`src/design/iirl_pkg.sv`:
```
package iirl_pkg;

	// Fixed widths of the command and result ports.
	localparam int ACT_W   = 3;
	localparam int POS_W   = 7;
	localparam int VAL_W   = 32;
	localparam int STAT_W  = 2;
	localparam int COUNT_W = 7;

	// Defaults for the top level parameters.
	localparam int DEF_CAPACITY   = 64;
	localparam int DEF_DATA_WIDTH = 32;

	// Cells per group in the first level of the read tree.
	localparam int READ_GROUP = 16;

	typedef enum logic [ACT_W-1:0] {
		ACT_APPEND     = 3'd0,
		ACT_INSERT     = 3'd1,
		ACT_REMOVE_AT  = 3'd2,
		ACT_REMOVE_VAL = 3'd3,
		ACT_READ       = 3'd4,
		ACT_CLEAR      = 3'd5
	} action_t;

	typedef enum logic [STAT_W-1:0] {
		STAT_OK       = 2'd0,
		STAT_RANGE    = 2'd1,
		STAT_FULL     = 2'd2,
		STAT_NOTFOUND = 2'd3
	} status_t;

	typedef enum logic [2:0] {
		S_IDLE,
		S_MATCH,
		S_SCAN,
		S_GATHER,
		S_EXEC
	} state_t;

	typedef enum logic [1:0] {
		OP_HOLD,
		OP_FROM_LEFT,
		OP_FROM_RIGHT,
		OP_LOAD
	} cell_op_t;

	typedef struct packed {
		logic match;
		logic scan;
		logic gather;
		logic exec;
	} ctl_t;

endpackage

```
`src/design/iirl_ctrl.sv`:
```
module iirl_ctrl import iirl_pkg::*; #(
	parameter int LOG_STEPS = 6,
	parameter int STEP_W    = 3
) (
	input  logic              clk,
	input  logic              arst_n,
	input  logic              start,
	input  logic [ACT_W-1:0]  action,
	output logic              busy,
	output ctl_t              ctl,
	output logic [STEP_W-1:0] step
);

	state_t            state_q, state_d;
	logic [STEP_W-1:0] step_q;
	logic              last_step;

	assign last_step = (step_q == STEP_W'(LOG_STEPS - 1));

	always_ff @(posedge clk or negedge arst_n) begin
		if (!arst_n) begin
			state_q <= S_IDLE;
			step_q  <= '0;
		end else begin
			state_q <= state_d;
			if (state_q == S_SCAN)
				step_q <= step_q + 1'b1;
			else
				step_q <= '0;
		end
	end

	always_comb begin
		state_d = state_q;
		unique case (state_q)
			S_IDLE: begin
				if (start) begin
					if (action == ACT_REMOVE_VAL)
						state_d = S_MATCH;
					else if (action == ACT_READ)
						state_d = S_GATHER;
					else
						state_d = S_EXEC;
				end
			end
			S_MATCH:  state_d = S_SCAN;
			S_SCAN: begin
				if (last_step)
					state_d = S_EXEC;
			end
			S_GATHER: state_d = S_EXEC;
			S_EXEC:   state_d = S_IDLE;
			default:  state_d = S_IDLE;
		endcase
	end

	always_comb begin
		busy       = (state_q != S_IDLE);
		ctl.match  = (state_q == S_MATCH);
		ctl.scan   = (state_q == S_SCAN);
		ctl.gather = (state_q == S_GATHER);
		ctl.exec   = (state_q == S_EXEC);
	end

	assign step = step_q;

endmodule

```
`config.mk`:
```
export PLATFORM = sky130hd
export DESIGN_NAME = iirl_ctrl
export DESIGN_NICKNAME = d
export VERILOG_FILES = /design/src/design/iirl_pkg.sv /design/src/design/iirl_ctrl.sv
export SDC_FILE = /design/constraint.sdc
export NUM_CORES = 1
export LEC_CHECK = 0
export ABC_AREA = 1
export BUFFER_PORTS_ARGS = -buffer_cell sky130_fd_sc_hd__buf_2
export CORE_AREA = 5 5 42 44
export CTS_BUF_LIST = sky130_fd_sc_hd__clkbuf_16
export CTS_CLUSTER_SIZE = 28
export DETAILED_ROUTE_END_ITERATION = 16
export DIE_AREA = 0 0 47 49
export HOLD_SLACK_MARGIN = 0.06
export PLACE_DENSITY_LB_ADDON = 0.2
export SYNTH_ARGS = -nofsm -noshare
export SYNTH_HDL_FRONTEND = slang
export SYNTH_SLANG_ARGS = --single-unit
```
`constraint.sdc`:
```
create_clock -name clk -period 1.67 [get_ports clk]
set_input_delay 0 -clock clk [delete_from_list [all_inputs] [get_ports clk]]
set_output_delay 0 -clock clk [all_outputs]
set_load 0.02 [all_outputs]
```
==> flow_summary.ini <==
[detailed_routing]
num_vias = 320
drtPass1Iterations = 2
post_drt_via_cell_ratio = 4.211
drt_iter0_drc = 3
wl_um = 722
antenna_left = 0
remaining_drc_errors = 0
route.detailed.wl_per_inst_um = 9.500

[yosys]
synth_fp_nets = 51
synth_cells = 43
ys_ff_latch = 6
yosysWarnings = 0
seq_area_frac_synth_pct = 43.96
synth_area_per_cell_um2 = 7.944
synth_area_um2 = 341.6
ys_types = 13

[sta]
clock_skew_ns = 0.0008978
slew_viol_final = 0
setup_viol_count_final = 0
fmax_mhz = 892.6
fin_crit_sh_pct = 67.08
worst_pin_slew_ns = 0.2098
rsz0062_at_grt = no
maxSlewHeadroom_pct = 86.01
period_needed_ns = 1.120
hold_slack_ns = 0.1321
hold_viol = 0
tns_ns = 0

[clock_network]
clk_latency_ns = 0.22
htreeDepth = 1
hold_buffers = 1
cts_tree = done
cts-buffers-inserted = 3
cts_root_buf = clkbuf_16
cts_resized = 0
clockBufferDepth = 2
post-cts-setup-buffer-count = 0
clk_pin_slew_ns = 0.03
clkSinkCount = 6

[finish]
layout.nets = 70
multi_input_area_um2 = 165.2
final_cell_area_um2 = 511.7
area_growth_pct = 49.82
fillerInstances = 150
drive_gt1_share_pct = 35.00
seq_area_um2 = 150.1
antenna_cells = 0

[run_status]
status = completed

[setup_path]
cp-end-kind = output pin
cp.arrival_ns = 1.12
crit_path_max_incr_delay_ns = 0.41
cp_max_fo = 4
worst-endpoint-required_ns = 1.67
cp_slowest_cell = dfrtp_1
start_kind = register
crit_type = register to output pin
path_cells = nor2_1, nand2_1, inv_1, buf_2

[global_route]
grt-ovfl-total = 0
antenna_found_initial = 0
grt_pass1_vias = 317
grt_usage_pct = 7.578
grt_pass1_wl_um = 1207
grt_max_degree = 7

[placed_design]
dp_hpwl_um = 607.6
place_congestion = 0.6866
place_area_um2 = 426.7
portBuffers = 13

[die]
die-area_um2 = 2303
std_cell_rows = 14
die_height_um = 49
initial_core_util_pct = 24.38
pin_count = 14
die_x_um = 47
core_um2 = 1401

[worst_hold_path]
hp-class = input port to async pin

[pwr]
p_leak_nw = 0.2892
peakVddDrop_uv = 692.3
p_per_area_nw_per_um2 = 1845

[run]
drv_cap = 0
[power breakdown]
group / total, mW / leakage, nW / internal [mW] / switching, mW
sequential: 0.223 / 0.0809 / 0.184 / 0.0388
combinational: 0.343 / 0.171 / 0.115 / 0.228
clock: 0.378 / 0.0370 / 0.306 / 0.0714
[per-layer routing]
metal | vias to the layer above | track usage, % | wire [um]
li1 | 167 | - | -
met1 | 142 | 8.501 | 317
met2 | 11 | 10.86 | 336
met3 | 0 | 2.214 | 69
met4 | 0 | 6.912 | 0
met5 | - | 0 | 0
[worst max-delay path, delay by kind of cell (launching register included)]
family	cells	cell delay, ns
buffers and inverters	2	0.20
flip-flops	1	0.41
AND/OR/NAND/NOR	2	0.28
[placed cells by master (no fill, tap or decap)]
cell / n
buf_2: 13
nand2_1: 9
nor2_1: 8
inv_1: 6
dfrtp_1: 6
nand3_1: 3
clkbuf_16: 3
nand2_2: 2
nand3b_1: 2
ha_1: 2
inv_2: 1
nor2_4: 1
nor3_1: 1
xnor2_1: 1
a21oi_2: 1
dlygate4sd3_1: 1
[path summary, 6_finish.rpt]
kind / startpoint / end / slack, ns / depth (start not counted)
hold reg to reg: step[0] / step[0] / 0.49 / 1
hold / removal: arst_n / step[2] / 0.13 / 2
setup reg to reg: step[0] / state_q[0] / 0.65 / 5
setup / recovery: state_q[1] / ctl[3] / 0.55 / 4
max in group asynchronous: arst_n / state_q[2] / 1.39 / 2
min in group clk: start / state_q[1] / 0.13 / 4
[flip-flops by register name (all words and copies together) (netlist names)]
register	count
state_q	3
step	3
[cells in the mapped netlist]
library cell | count | area (um^2)
nand3_1 | 3 | 15.01
inv_1 | 6 | 22.52
nand2_2 | 2 | 12.51
xnor2_1 | 1 | 8.760
inv_2 | 1 | 3.750
dfrtp_1 | 6 | 150.1
nand2_1 | 9 | 33.78
nor3_1 | 1 | 5.000
nor2_1 | 8 | 30.03
ha_1 | 2 | 25.02
nand3b_1 | 2 | 15.01
a21oi_2 | 1 | 8.760
nor2_4 | 1 | 11.26
[cells by family (layout without fill, tap and decap cells)]
group | after synthesis | in the layout | share of synthesized area, %
simple gates | 26 | 26 | 35.89
buf+inv | 7 | 24 | 7.691
flops | 6 | 6 | 43.95
fa+ha+maj | 2 | 2 | 7.325
compound gates | 1 | 1 | 2.565
xor+xnor | 1 | 1 | 2.565
[through the flow]
stage,utilization (%),total power [mW],cells,setup WS (ns)
3_5_place_dp,30.45,0.5711,72,0.6480
3_3_place_gp,30.45,0.5718,72,0.6465
6_report,36.52,0.9439,76,0.5497
4_1_cts,36.52,0.9580,76,0.5476
5_1_grt,36.52,1.011,76,0.4578
2_1_floorplan,-,0.4706,43,0.6141
[final cells by class]
class | instances | share of cell area (%)
sequential | 6 | 29.34
multi-input combinational | 30 | 32.27
inverter | 7 | 5.134
timing repair buffer | 14 | 14.67
clock buffer | 3 | 14.67
tap | 16 | 3.912
Power figures use the tool's default switching activity.
