## config.mk

```make
export PLATFORM = sky130hd
export DESIGN_NAME = iirl_cell
export DESIGN_NICKNAME = d
export VERILOG_FILES = /design/src/design/iirl_pkg.sv /design/src/design/iirl_cell.sv
export SDC_FILE = /design/constraint.sdc
export NUM_CORES = 1
export LEC_CHECK = 0
export BUFFER_PORTS_ARGS = -buffer_cell sky130_fd_sc_hd__buf_2
export CORE_MARGIN = 4
export CORE_UTILIZATION = 30
export DETAILED_ROUTE_END_ITERATION = 10
export GPL_TIMING_DRIVEN = 0
export PLACE_DENSITY = 0.6
export SYNTH_ARGS = -nofsm -noshare
export SYNTH_HDL_FRONTEND = slang
export SYNTH_SLANG_ARGS = --single-unit
```

## constraint.sdc

```tcl
create_clock -name clk -period 1.3 [get_ports clk]
set_input_delay 0.065 -clock clk [delete_from_list [all_inputs] [get_ports clk]]
set_output_delay 0.065 -clock clk [all_outputs]
set_load 0.005 [all_outputs]
```

## src/design/iirl_pkg.sv

```systemverilog
package iirl_pkg;

	// Fixed widths of the command and result ports.
	localparam int ACT_W   = 3;
	localparam int POS_W   = 7;
	localparam int VAL_W   = 32;
	localparam int STAT_W  = 2;
	localparam int COUNT_W = 7;

	// Defaults for the top level parameters.
	localparam int DEF_CAPACITY   = 64;
	localparam int DEF_DATA_WIDTH = 32;

	// Cells per group in the first level of the read tree.
	localparam int READ_GROUP = 16;

	typedef enum logic [ACT_W-1:0] {
		ACT_APPEND     = 3'd0,
		ACT_INSERT     = 3'd1,
		ACT_REMOVE_AT  = 3'd2,
		ACT_REMOVE_VAL = 3'd3,
		ACT_READ       = 3'd4,
		ACT_CLEAR      = 3'd5
	} action_t;

	typedef enum logic [STAT_W-1:0] {
		STAT_OK       = 2'd0,
		STAT_RANGE    = 2'd1,
		STAT_FULL     = 2'd2,
		STAT_NOTFOUND = 2'd3
	} status_t;

	typedef enum logic [2:0] {
		S_IDLE,
		S_MATCH,
		S_SCAN,
		S_GATHER,
		S_EXEC
	} state_t;

	typedef enum logic [1:0] {
		OP_HOLD,
		OP_FROM_LEFT,
		OP_FROM_RIGHT,
		OP_LOAD
	} cell_op_t;

	typedef struct packed {
		logic match;
		logic scan;
		logic gather;
		logic exec;
	} ctl_t;

endpackage

```

## src/design/iirl_cell.sv

```systemverilog
module iirl_cell import iirl_pkg::*; #(
	parameter int DATA_WIDTH = DEF_DATA_WIDTH
) (
	input  logic                  clk,
	input  cell_op_t              op,
	input  logic [DATA_WIDTH-1:0] left_data,
	input  logic [DATA_WIDTH-1:0] right_data,
	input  logic [DATA_WIDTH-1:0] load_data,
	output logic [DATA_WIDTH-1:0] data
);

	logic [DATA_WIDTH-1:0] data_q;

	// One list entry; it keeps its word, takes a neighbour's or takes a new one.
	always_ff @(posedge clk) begin
		unique case (op)
			OP_HOLD:       data_q <= data_q;
			OP_FROM_LEFT:  data_q <= left_data;
			OP_FROM_RIGHT: data_q <= right_data;
			OP_LOAD:       data_q <= load_data;
			default:       data_q <= data_q;
		endcase
	end

	assign data = data_q;

endmodule

```

==> flow_summary.html <==
<table>
<tr><th>Metric</th><th>Value</th></tr>
<tr><th colspan="2">Clocking</th></tr>
<tr><td>Clock Path Buffers</td><td>2</td></tr>
<tr><td>Post-CTS Hold Buffers</td><td>0</td></tr>
<tr><td>Cell at the root of the clock tree</td><td>sky130_fd_sc_hd__clkbuf_8</td></tr>
<tr><td>Buffers inserted during post-CTS setup optimization</td><td>0</td></tr>
<tr><td>Clock-pin transition on the worst setup and hold timing paths</td><td>60 ps</td></tr>
<tr><td>Number of levels in the clock H-tree</td><td>2</td></tr>
<tr><td>Clock net sink count</td><td>32</td></tr>
<tr><td>CTS buffer count</td><td>5</td></tr>
<tr><td>Post-cts sizing count</td><td>0</td></tr>
<tr><td>CTS tree</td><td>done</td></tr>
<tr><th colspan="2">Drt</th></tr>
<tr><td>Number of vias in the routed layout</td><td>1531</td></tr>
<tr><td>Antenna Nets Post-Route</td><td>0</td></tr>
<tr><td>Per-cell routed wire length</td><td>around 14 µm</td></tr>
<tr><td>1st-iter DRT viols</td><td>36</td></tr>
<tr><td>DR pass1 iterations</td><td>4</td></tr>
<tr><td>Drt via density</td><td>between 4 and 5</td></tr>
<tr><td>Count of unresolved DRC violations after routing</td><td>0</td></tr>
<tr><td>Overall routed net length</td><td>around 5000 µm</td></tr>
<tr><th colspan="2">Timing</th></tr>
<tr><td>Transition at the pin with the smallest max-transition slack</td><td>about 760 ps</td></tr>
<tr><td>Final clock period utilization by the worst path</td><td>a little over four fifths</td></tr>
<tr><td>Upper clock frequency limit</td><td>around 920 MHz</td></tr>
<tr><td>Minimum clock period after layout</td><td>1089 ps</td></tr>
<tr><td>Total of endpoints with negative setup slack in the final report</td><td>0</td></tr>
<tr><td>Remaining max-slew budget at the tightest pin</td><td>49.16%</td></tr>
<tr><td>Fin. max-slew vios</td><td>0</td></tr>
<tr><td>Fin worst setup slack</td><td>between 200 and 250 ps</td></tr>
<tr><td>Unrepaired setup endpoints after global routing</td><td>false</td></tr>
<tr><td>Setup TNS</td><td>0 ps</td></tr>
<tr><td>Final number of hold-violating endpoints</td><td>0</td></tr>
<tr><th colspan="2">Synth</th></tr>
<tr><td>Post-synthesis async set-or-reset flop share</td><td>0%</td></tr>
<tr><td>List of most frequent post-synthesis cells</td><td>sky130_fd_sc_hd__a21oi_1, sky130_fd_sc_hd__edfxtp_1, sky130_fd_sc_hd__mux2i_1, sky130_fd_sc_hd__nor2_1</td></tr>
<tr><td>Library cell occupying the most area in the post-synthesis netlist</td><td>sky130_fd_sc_hd__edfxtp_1</td></tr>
<tr><td>Largest cells by area after synthesis</td><td>sky130_fd_sc_hd__edfxtp_1, sky130_fd_sc_hd__mux2i_1, sky130_fd_sc_hd__a21oi_1, sky130_fd_sc_hd__nor2_1, sky130_fd_sc_hd__buf_12</td></tr>
<tr><td>Warning count from the yosys run</td><td>0</td></tr>
<tr><td>Register bit count reported by yosys</td><td>32</td></tr>
<tr><td>Fraction of synthesized cell area taken by the top area cell type</td><td>between 50% and 60%</td></tr>
<tr><td>Synthesized area per cell</td><td>11.95 µm²</td></tr>
<tr><td>Sequential area share after synthesis</td><td>a little under three fifths</td></tr>
<tr><td>Number of nets produced by synthesis</td><td>239</td></tr>
<tr><td>Most common flop cell mapped by yosys</td><td>sky130_fd_sc_hd__edfxtp_1</td></tr>
<tr><td>Number of synthesized flops with an enable pin</td><td>32</td></tr>
<tr><td>Gate count after technology mapping</td><td>140</td></tr>
<tr><td>Count of different cell masters after synthesis</td><td>10</td></tr>
<tr><td>Combined area of all synthesized cells</td><td>roughly 1700 µm²</td></tr>
<tr><th colspan="2">Floorplanning</th></tr>
<tr><td>Chip Width</td><td>~83 µm</td></tr>
<tr><td>Total die area</td><td>about 6800 µm²</td></tr>
<tr><td>Area inside the core boundary</td><td>between 5000 and 6000 µm²</td></tr>
<tr><td>Standard-cell row count</td><td>26</td></tr>
<tr><td>Die height</td><td>82.68 µm</td></tr>
<tr><td>Starting density of the core</td><td>between 30% and 40%</td></tr>
<tr><td>I/O pin count</td><td>~130</td></tr>
<tr><th colspan="2">Finish</th></tr>
<tr><td>Largest register FFs</td><td>32</td></tr>
<tr><td>Final #Nets</td><td>~370</td></tr>
<tr><td>Ant diodes</td><td>0</td></tr>
<tr><td>Share of cells above drive strength 1</td><td>51.45%</td></tr>
<tr><td>Number of fill cells</td><td>535</td></tr>
<tr><td>Area growth from synthesis to layout</td><td>48.32%</td></tr>
<tr><th colspan="2">GRT</th></tr>
<tr><td>Aggregate global-route resource usage</td><td>14.59%</td></tr>
<tr><td>Global-route wire length before repair</td><td>a little over 7000 µm</td></tr>
<tr><td>Total global routing overflow</td><td>0</td></tr>
<tr><td>Vias in the first global route</td><td>1514</td></tr>
<tr><td>Number of antenna violations at the first check in global routing</td><td>0</td></tr>
<tr><td>Maximum number of pins on one net before global-route repair</td><td>33</td></tr>
<tr><th colspan="2">Power and ir drop</th></tr>
<tr><td>Static leakage</td><td>0.001214 µW</td></tr>
<tr><td>Overall power</td><td>around 2500 µW</td></tr>
<tr><td>Maximum ir drop on the vdd rail</td><td>between 0.4 and 0.5 mV</td></tr>
<tr><td>Power density relative to cell area</td><td>1023 nW/µm²</td></tr>
<tr><th colspan="2">Worst setup path</th></tr>
<tr><td>WP data required</td><td>around 1200 ps</td></tr>
<tr><td>Maximum net fanout on the critical path</td><td>32</td></tr>
<tr><td>Critical Setup Path Class</td><td>in2reg</td></tr>
<tr><td>Crit path capture type</td><td>register</td></tr>
<tr><td>Crit path launch type</td><td>input port</td></tr>
<tr><td>Crit path DAT</td><td>a little under 1000 ps</td></tr>
<tr><th colspan="2">Place</th></tr>
<tr><td>Half-perimeter wire length after placement</td><td>between 3000 and 4000 µm</td></tr>
<tr><td>Routability congestion estimate</td><td>0.7787</td></tr>
<tr><td>Pre-CTS WS</td><td>-130.6 ps</td></tr>
<tr><td>Number of buffers inserted by port buffering</td><td>~130</td></tr>
<tr><th colspan="2">Status</th></tr>
<tr><td>Status</td><td>complete, no violations</td></tr>
<tr><th colspan="2">Worst hold path</th></tr>
<tr><td>Hold Path Class</td><td>in2reg</td></tr>
<tr><th colspan="2">Job</th></tr>
<tr><td>Max Cap Violations</td><td>0</td></tr>
</table>
[placed cells by master (no fill, tap or decap), drive strengths merged]
master | netlist | layout
or2 | 1 | 1
mux2i | 32 | 32
a21oi | 32 | 32
clkinv | 0 | 1
edfxtp | 32 | 32
clkbuf | 3 | 10
buf | 8 | 136
nor2 | 32 | 32
[power breakdown]
| part | switching [µW] | total (µW) | internal, µW |
|---|---|---|---|
| clock | 334 | 705 | 372 |
| sequential | 24.3 | 1300 | 1280 |
| combinational | 244 | 530 | 286 |
[area by class of cell]
cell class | instances | area (µm²) | area share, %
Clock buffer | 7 | 76.32 | 3.076
Sequential cell | 32 | 960.9 | 38.73
Tap cell | 70 | 87.58 | 3.530
Clock inverter | 1 | 3.754 | 0.1513
Buffer | 11 | 105.1 | 4.236
Timing Repair Buffer | 128 | 640.6 | 25.82
Multi-Input combinational cell | 97 | 606.8 | 24.46
[path summary, 6_finish.rpt]
kind                  slack (ps)        to           from  cells past startpoint
worst min-delay path         110  data[31]  left_data[31]                      3
worst max-delay path         210  data[19]          op[0]                      3
[kinds of logic after synthesis]
| logic type | after synthesis | share of synthesized area, % |
|---|---|---|
| flip-flops | 32 | 57.44 |
| AND/OR/NAND/NOR | 33 | 7.555 |
| AO/OA/AOI/OAI | 32 | 9.573 |
| buffers and inverters | 11 | 6.283 |
| multiplexers | 32 | 19.15 |
[metal layers]
metal	track usage (%)	vias to the layer above	wire length, µm
met3	5.315	7	540
met4	6.209	0	92
met1	14.95	675	1853
met2	26.52	73	2501
met5	0	-	0
li1	-	776	-
[worst max-delay path, cell delays in order]
cell and delay [ps]:
sky130_fd_sc_hd__buf_6 140, sky130_fd_sc_hd__buf_12 150, sky130_fd_sc_hd__or2_2 620
[stage by stage]
| step | instance area (µm²) | util, % | std cells | hold slack (ps) |
|---|---|---|---|---|
| CTS | 2481 | 47.08 | 346 | 95.92 |
| global placement | 2401 | 45.56 | 338 | 386.0 |
| detailed placement | 2401 | 45.56 | 338 | 389.8 |
| global route | 2481 | 47.08 | 346 | 110.8 |
| finish | 2481 | 47.08 | 346 | 108.8 |
| floorplan | 1673 | - | 140 | 290.0 |
Note: power is estimated with default switching activity, not from simulation.
